### src/assert_macros.svh
// ---------------------------------------------------------------------------
// Assertion macros
// Shared concurrent assertion forms used by the RTL.
// ---------------------------------------------------------------------------
`ifndef ASSERT_MACROS_SVH
`define ASSERT_MACROS_SVH

// Same-cycle implication, held off during reset.
`define ASSERT_IMPLY(lbl, clk, rst_n, ante, cons) \
    lbl: assert property (@(posedge clk) disable iff (!rst_n) (ante) |-> (cons)) \
        else $error("assertion failed");

// Next-cycle implication, held off during reset.
`define ASSERT_NEXT(lbl, clk, rst_n, ante, cons) \
    lbl: assert property (@(posedge clk) disable iff (!rst_n) (ante) |=> (cons)) \
        else $error("assertion failed");

`endif

### src/sld_pkg.sv
// ---------------------------------------------------------------------------
// SLIP deframer package
// Byte codes, event kinds, widths and the result record of the deframer.
// ---------------------------------------------------------------------------
package sld_pkg;

    localparam int MAX_BUFFER_BYTES = 1024;
    localparam int CFG_W            = 11;
    localparam int CNT_W            = $clog2(MAX_BUFFER_BYTES);
    localparam int LEN_W            = 10;

    localparam logic [7:0] FLOW_BYTE    = 8'h0D;
    localparam logic [7:0] END_BYTE     = 8'hC0;
    localparam logic [7:0] ESC_BYTE     = 8'hDB;
    localparam logic [7:0] END_ESCAPED  = 8'hDC;
    localparam logic [7:0] ESC_ESCAPED  = 8'hDD;
    localparam logic [7:0] FLOW_ESCAPED = 8'hDE;

    localparam logic [CFG_W-1:0] CFG_RESET = CFG_W'(1024);

    typedef enum logic [1:0] {
        EV_NONE     = 2'd0,
        EV_DATA     = 2'd1,
        EV_END      = 2'd2,
        EV_OVERFLOW = 2'd3
    } event_kind_t;

    typedef struct packed {
        event_kind_t      kind;
        logic [7:0]       data;
        logic [LEN_W-1:0] length;
    } sld_result_t;

    // Highest count that may be stored: buffer size saturated, minus one.
    function automatic logic [CNT_W-1:0] store_limit(input logic [CFG_W-1:0] size);
        logic [CFG_W-1:0] sat;
        sat = (size > CFG_W'(MAX_BUFFER_BYTES)) ? CFG_W'(MAX_BUFFER_BYTES) : size;
        if (sat == '0)
            return '0;
        return CNT_W'(sat - CFG_W'(1));
    endfunction

    function automatic logic [7:0] unescape(input logic [7:0] b);
        logic [7:0] r;
        case (b)
            END_ESCAPED:  r = END_BYTE;
            ESC_ESCAPED:  r = ESC_BYTE;
            FLOW_ESCAPED: r = FLOW_BYTE;
            default:      r = b;
        endcase
        return r;
    endfunction

endpackage

### src/sld_rx_if.sv
// ---------------------------------------------------------------------------
// Raw byte channel
// Valid/ready channel carrying one received serial byte per beat.
// ---------------------------------------------------------------------------
interface sld_rx_if;
    logic       valid;
    logic       ready;
    logic [7:0] rx_byte;

    modport source (output valid, output rx_byte, input ready);
    modport sink   (input valid, input rx_byte, output ready);
endinterface

### src/sld_ev_if.sv
// ---------------------------------------------------------------------------
// Deframer event channel
// Valid/ready channel carrying one decoded event per beat.
// ---------------------------------------------------------------------------
interface sld_ev_if;
    logic                             valid;
    logic                             ready;
    sld_pkg::event_kind_t             event_kind;
    logic [7:0]                       data_byte;
    logic [sld_pkg::LEN_W-1:0]        frame_length;

    modport source (output valid, output event_kind, output data_byte,
                    output frame_length, input ready);
    modport sink   (input valid, input event_kind, input data_byte,
                    input frame_length, output ready);
endinterface

### src/sld_core.sv
// ---------------------------------------------------------------------------
// SLIP deframer core
// Escape and frame-count state with the per-byte decode logic.
// ---------------------------------------------------------------------------
`include "assert_macros.svh"

module sld_core (
    input  logic                        clk,
    input  logic                        rst_n,
    input  logic                        step,
    input  logic [7:0]                  rx_byte,
    input  logic [sld_pkg::CNT_W-1:0]   limit,
    output sld_pkg::sld_result_t        result
);

    logic                        escape_reg;
    logic                        escape_next;
    logic [sld_pkg::CNT_W-1:0]   count_reg;
    logic [sld_pkg::CNT_W-1:0]   count_next;

    always_comb
    begin
        result.kind   = sld_pkg::EV_NONE;
        result.data   = '0;
        result.length = '0;
        escape_next   = escape_reg;
        count_next    = count_reg;
        if (count_reg >= limit)
        begin
            // buffer full: discard the frame whatever the byte is
            result.kind = sld_pkg::EV_OVERFLOW;
            count_next  = '0;
            escape_next = 1'b0;
        end
        else if (rx_byte == sld_pkg::FLOW_BYTE)
        begin
            // drop flow byte, keep any pending escape
        end
        else if (escape_reg)
        begin
            escape_next = 1'b0;
            result.kind = sld_pkg::EV_DATA;
            result.data = sld_pkg::unescape(rx_byte);
            count_next  = count_reg + sld_pkg::CNT_W'(1);
        end
        else if (rx_byte == sld_pkg::ESC_BYTE)
        begin
            escape_next = 1'b1;
        end
        else if (rx_byte == sld_pkg::END_BYTE)
        begin
            result.kind   = sld_pkg::EV_END;
            result.length = sld_pkg::LEN_W'(count_reg);
            count_next    = '0;
        end
        else
        begin
            result.kind = sld_pkg::EV_DATA;
            result.data = rx_byte;
            count_next  = count_reg + sld_pkg::CNT_W'(1);
        end
    end

    always_ff @(posedge clk or negedge rst_n)
    begin
        if (!rst_n)
        begin
            escape_reg <= 1'b0;
            count_reg  <= '0;
        end
        else if (step)
        begin
            escape_reg <= escape_next;
            count_reg  <= count_next;
        end
    end

    `ASSERT_NEXT(a_overflow_clears, clk, rst_n,
        step && result.kind == sld_pkg::EV_OVERFLOW, count_reg == '0 && !escape_reg)
    `ASSERT_NEXT(a_data_counts, clk, rst_n,
        step && result.kind == sld_pkg::EV_DATA,
        count_reg == $past(count_reg) + sld_pkg::CNT_W'(1))
    `ASSERT_IMPLY(a_end_below_limit, clk, rst_n,
        result.kind == sld_pkg::EV_END, sld_pkg::CNT_W'(result.length) < limit)

endmodule

### src/slip_deframer_with_flow_escape.sv
// ---------------------------------------------------------------------------
// SLIP deframer with flow escape
// Strips SLIP framing and flow bytes from a received byte stream.
// ---------------------------------------------------------------------------
// Usage:
//   rx  : one raw serial byte per beat (valid/ready).
//   ev  : exactly one event per rx beat: nothing, data byte, frame end with
//         its payload length, or overflow. Events leave in rx order.
//   cfg : cfg_wr_en/cfg_wr_data write the buffer size (max_frame_bytes);
//         write only while no beat is in flight.
// An accepted rx beat goes through one input register, then the decode into
// the output register, and leaves as its ev beat. Throughput is one byte per
// cycle while ev does not stall, set by the escape/count update in the core.
// Reset clears the escape flag, the frame count and both stage valids, and
// sets the buffer size to 1024. When ev stalls, the output register holds
// its event, the input register takes one more byte, and rx.ready then
// drops until ev.ready returns.
// ---------------------------------------------------------------------------
`include "assert_macros.svh"

module slip_deframer_with_flow_escape (
    input  logic                          clk,
    input  logic                          rst_n,
    sld_rx_if.sink                        rx,
    sld_ev_if.source                      ev,
    input  logic                          cfg_wr_en,
    input  logic [sld_pkg::CFG_W-1:0]     cfg_wr_data
);

    logic                        s1_valid_reg;
    logic [7:0]                  s1_byte_reg;
    logic                        out_valid_reg;
    sld_pkg::sld_result_t        out_res_reg;
    logic [sld_pkg::CNT_W-1:0]   limit_reg;
    logic                        advance;
    sld_pkg::sld_result_t        core_res;

    assign advance  = s1_valid_reg && (!out_valid_reg || ev.ready);
    assign rx.ready = !s1_valid_reg || advance;

    sld_core u_core (
        .clk     (clk),
        .rst_n   (rst_n),
        .step    (advance),
        .rx_byte (s1_byte_reg),
        .limit   (limit_reg),
        .result  (core_res)
    );

    // store the limit already saturated and reduced
    always_ff @(posedge clk or negedge rst_n)
    begin
        if (!rst_n)
            limit_reg <= sld_pkg::store_limit(sld_pkg::CFG_RESET);
        else if (cfg_wr_en)
            limit_reg <= sld_pkg::store_limit(cfg_wr_data);
    end

    always_ff @(posedge clk or negedge rst_n)
    begin
        if (!rst_n)
        begin
            s1_valid_reg  <= 1'b0;
            out_valid_reg <= 1'b0;
        end
        else
        begin
            if (rx.valid && rx.ready)
                s1_valid_reg <= 1'b1;
            else if (advance)
                s1_valid_reg <= 1'b0;

            if (advance)
                out_valid_reg <= 1'b1;
            else if (ev.ready)
                out_valid_reg <= 1'b0;
        end
    end

    always_ff @(posedge clk)
    begin
        if (rx.valid && rx.ready)
            s1_byte_reg <= rx.rx_byte;
        if (advance)
            out_res_reg <= core_res;
    end

    assign ev.valid        = out_valid_reg;
    assign ev.event_kind   = out_res_reg.kind;
    assign ev.data_byte    = out_res_reg.data;
    assign ev.frame_length = out_res_reg.length;

    `ASSERT_NEXT(a_advance_fills_out, clk, rst_n, advance, out_valid_reg)
    `ASSERT_IMPLY(a_no_take_when_full, clk, rst_n,
        s1_valid_reg && out_valid_reg && !ev.ready, !rx.ready)
    `ASSERT_NEXT(a_hold_when_stalled, clk, rst_n,
        ev.valid && !ev.ready, ev.valid && $stable(out_res_reg))

endmodule
### src/flat_wrapper.sv
// flat-port wrapper written by rule: the top's interface ports become plain ports
module slip_deframer_with_flow_escape_flat 
  (clk, rst_n, cfg_wr_en, cfg_wr_data, rx_valid, rx_rx_byte, rx_ready, ev_valid, ev_event_kind, ev_data_byte, ev_frame_length, ev_ready);
  sld_rx_if rx_i ();
  sld_ev_if ev_i ();
  input  logic clk;
  input  logic rst_n;
  input  logic cfg_wr_en;
  input  logic [sld_pkg::CFG_W-1:0] cfg_wr_data;
  input wire logic [$bits(rx_i.valid)-1:0] rx_valid;
  input wire logic [$bits(rx_i.rx_byte)-1:0] rx_rx_byte;
  output wire logic [$bits(rx_i.ready)-1:0] rx_ready;
  output wire logic [$bits(ev_i.valid)-1:0] ev_valid;
  output wire logic [$bits(ev_i.event_kind)-1:0] ev_event_kind;
  output wire logic [$bits(ev_i.data_byte)-1:0] ev_data_byte;
  output wire logic [$bits(ev_i.frame_length)-1:0] ev_frame_length;
  input wire logic [$bits(ev_i.ready)-1:0] ev_ready;
  assign rx_i.valid = rx_valid;
  assign rx_i.rx_byte = rx_rx_byte;
  assign rx_ready = rx_i.ready;
  assign ev_valid = ev_i.valid;
  assign ev_event_kind = ev_i.event_kind;
  assign ev_data_byte = ev_i.data_byte;
  assign ev_frame_length = ev_i.frame_length;
  assign ev_i.ready = ev_ready;
  slip_deframer_with_flow_escape u_core (.clk(clk), .rst_n(rst_n), .rx(rx_i), .ev(ev_i), .cfg_wr_en(cfg_wr_en), .cfg_wr_data(cfg_wr_data));
endmodule
### config.mk
export PLATFORM = sky130hd
export DESIGN_NAME = slip_deframer_with_flow_escape_flat
export DESIGN_NICKNAME = d
export VERILOG_FILES = /design/src/sld_pkg.sv /design/src/sld_rx_if.sv /design/src/sld_ev_if.sv /design/src/sld_core.sv /design/src/slip_deframer_with_flow_escape.sv /design/src/flat_wrapper.sv
export VERILOG_INCLUDE_DIRS = /design/src /design/src/src
export SDC_FILE = /design/constraint.sdc
export NUM_CORES = 1
export LEC_CHECK = 0
export ABC_AREA = 0
export BUFFER_PORTS_ARGS = -buffer_cell sky130_fd_sc_hd__buf_2
export CORE_MARGIN = 2
export CORE_UTILIZATION = 30
export CTS_CLUSTER_SIZE = 25
export DETAILED_ROUTE_END_ITERATION = 12
export GPL_TIMING_DRIVEN = 1
export PLACE_DENSITY_LB_ADDON = 0.12
export RECOVER_POWER = 100
export SYNTH_ARGS = -nofsm -noshare
export SYNTH_HDL_FRONTEND = slang
export SYNTH_SLANG_ARGS = --single-unit
### constraint.sdc
create_clock -name clk -period 3.1 [get_ports clk]
set_clock_uncertainty 0.15 [all_clocks]
set_input_delay 0.62 -clock clk [delete_from_list [all_inputs] [get_ports clk]]
set_output_delay 0.62 -clock clk [all_outputs]
set_load 0.01 [all_outputs]
==> results.md <==
- Max cap viols: 0
- H-Tree Level Count: 2
- Leading cell type in the layout, fill and taps excluded: edfxtp_1
- GRT Util Overall: 11.9%
- Final routed DRC violation total: 0
- Fraction of final layout cells sized beyond drive strength 1: 17.6%
- Number of synthesized flops with an enable pin: 28
- Synth top area cells: edfxtp_1 30%, dfrtp_1 12%, dfstp_2 9.4%
- Worst setup path category: reg -> reg
- Clock buffer count from CTS: 5
- TritonCTS clock tree: yes
- Launching element of the worst setup path: u_core.s1_byte_reg[0]
- Number of library cell types mapped by synthesis: 51
- Slack of the worst reg-to-reg path: 350 ps
- Post-CTS setup buffer count: 0
- Required time at the worst-slack endpoint: 3150 ps
- Worst reg2reg endpoint: u_core.u_core.count_reg[5]
- Result of the run: completed
- Most frequently used flop master after synthesis: edfxtp_1
- Number of primary I/O pins: 46
- Clock period minus final worst setup slack: 2750 ps
- Area of the die: 10100 sq um
- First-pass GRT wire length: 9560 um
- Capturing element of the worst setup path: u_core.u_core.count_reg[5]
- Number of DRC markers after the initial detailed-route iteration: 86
- Fraction of the mapped netlist area in adder cells: 5.38%
- Total chip power: 2.11 mW
- Critical path fanouts, max: 18
- Number of vias per cell after detailed routing: 4.84
- Length of the first detailed-routing pass in iterations: 4
- Routed Antenna Nets: 0
- Arrival time worst endpoint: 2800 ps
- Hold WC Path Type: in -> reg
- I/O Buffers: 45
- Power per cell area: 657 nW/um^2
- Leakage power summed over all cells: 1.28 nW
- Element type at the critical path end: flip-flop
- Area share of the largest cell type after synthesis: 30.1%
- Initial antenna violation count: 0
- Post-synthesis mux area share: 1.34%
- Syn Std Cell Area: 2790 sq um
- Async set-or-reset flop fraction in the synthesized netlist: 45.1%
- Synth warnings: 0
- Detailed-route wire length: 5710 um
- Average wire per cell in the routed design: 13.7 um
- Count of final hold-check violations: 0
- Buffer type at the clock tree root: clkbuf_8
- Fill cells: 956
- Transition at the pin with the smallest max-transition slack: 1230 ps
- Worst setup SP type: flip-flop
- Number of rows in the core area: 35
- Total negative slack: 0 ps
- Max Clk Rate: 0.363 GHz
- Leftover overflow at the end of global routing: 0
- Sequential element share of the synthesized area: 51.2%
- Share of the clock period used by the worst path: 88.8%
- Initial cell density of the core: 30.5%
- Net count of the mapped netlist: 292
- Cts-stage hold buffer count: 0
- Average size of a mapped cell: 10.9 sq um
- Worst rel slew slack: 18.2%
- RSZ-0062 raised after global routing: no
- Combinational family with the most area after synthesis: simple AND/OR/NAND/NOR gates
- Synthesized instance count: 256
- Maximum number of pins on one net before global-route repair: 24
- Net total in the final layout: 341
- Overall via count from detail_route: 2020
- Share of synthesized cell area in and, or, nand and nor gates: 25.2%
- Worst-case vdd ir drop: 0.221 mV
- Cells resized by post-CTS repair: 0
- Fin. max-slew vios: 0
- Number of cells on the worst reg-to-reg path: 5
- Synthesized-area fraction occupied by ao, oa, aoi and oai cells: 12.0%
- Area inside the core boundary: 9150 sq um
- Highest-count cells in the layout ignoring fill and taps: 28 x edfxtp_1, 27 x clkbuf_1, 21 x buf_2
- Launching point of the worst reg2reg path: u_core.s1_byte_reg[0]
- Vias in the first global route: 1965
- Number of setup violations in the final report: 0
- Clock input transition at the sequential cells of the worst setup and hold paths: 90 ps
- Number of synthesized register bits: 51
- Xor/xnor share of the synthesized area: 1.57%
- Die span in y: 100 um
- Layout-stage area growth over the synthesis result: 14.8%
- Gp weighted congestion: 0.799
- Buffer depth of the longest clock path: 2
- Die Span X: 100 um
- Later-pin clock latency in the skew report: 300 ps
- Cell type with the highest aggregate area in the netlist: edfxtp_1
- Half-perimeter wire length after placement: 4270 um
- Antenna diode count: 0
- Clock tree sinks: 51
==> cell usage after synthesis, drive strengths merged, types with 4 or more instances <==
| library cell | number |
|---|---|
| clkbuf | 9 |
| and3 | 14 |
| edfxtp | 28 |
| nand4 | 7 |
| nor2 | 19 |
| a221o | 6 |
| inv | 16 |
| nand2b | 10 |
| o211ai | 4 |
| nor3 | 10 |
| dfrtp | 13 |
| dfstp | 10 |
| o21ai | 9 |
| nor4b | 5 |
| ha | 12 |
| nand2 | 11 |
| nand3 | 10 |
| and2 | 6 |
| a21oi | 7 |
| xnor2 | 4 |
| nor4 | 7 |
==> per-stage QoR <==
| stage | instance area (sq um) | hold slack, ps | std cells | worst slack, ps | util [%] |
|---|---|---|---|---|---|
| after global routing | 3210 | 326 | 417 | 202 | 35.0 |
| after global placement | 3170 | 315 | 409 | 570 | 34.6 |
| after detailed placement | 3170 | 324 | 409 | 544 | 34.6 |
| after floorplan | 2790 | 174 | 256 | 671 | - |
| final | 3210 | 337 | 417 | 347 | 35.0 |
| after CTS | 3250 | 149 | 417 | 529 | 35.5 |
==> routing by layer <==
layer | wire (um) | up-vias | track usage, %
li1 | - | 1060 | -
met1 | 2930 | 908 | 16.6
met2 | 2490 | 47 | 18.8
met3 | 209 | 5 | 2.15
met4 | 75 | 0 | 3.69
met5 | 0 | - | 0
==> cell families (layout without fill, tap and decap cells) <==
kind of cell,after synthesis,in the layout
AO/OA/AOI/OAI,44,44
AND/OR/NAND/NOR,116,116
flip-flops,51,51
XOR/XNOR,5,5
buffers and inverters,25,75
adder cells (fa/ha/maj),12,12
multiplexers,3,3
==> worst max-delay path, cell delays in order (launching register included) <==
cell and delay [ps]:
edfxtp_1 510, or4_4 590, nor3_2 770, o211ai_1 210
a22o_1 220, a22o_1 200
==> power breakdown <==
group          internal, mW  switching [mW]  total [mW]
Sequential            0.873           0.135        1.01
Combinational         0.323           0.400       0.722
Clock                 0.158           0.218       0.376
Total                  1.35           0.753        2.11
==> how the worst min path moves through the flow <==
stage,start,to,slack (ps),depth (start not counted)
after floorplan,rst_n,u_core.ev.valid,170,0
after global placement,u_core.limit_reg[0],u_core.limit_reg[0],310,2
after detailed placement,u_core.limit_reg[0],u_core.limit_reg[0],320,2
after CTS,rst_n,u_core.u_core.count_reg[1],150,1
after global routing,rx_rx_byte[4],u_core.s1_byte_reg[4],330,1
final,rx_rx_byte[0],u_core.s1_byte_reg[0],340,1
==> area by class of cell <==
cell class	count	area [sq um]	area share (%)
Clock buffer	6	72.6	2.26
Clock inverter	2	12.5	0.390
Inverter	16	60.1	1.87
Multi-Input combinational cell	180	1260	39.3
Sequential cell	51	1430	44.6
Tap cell	111	139	4.33
Timing Repair Buffer	51	233	7.26
Note: power is estimated with default switching activity, not from simulation.
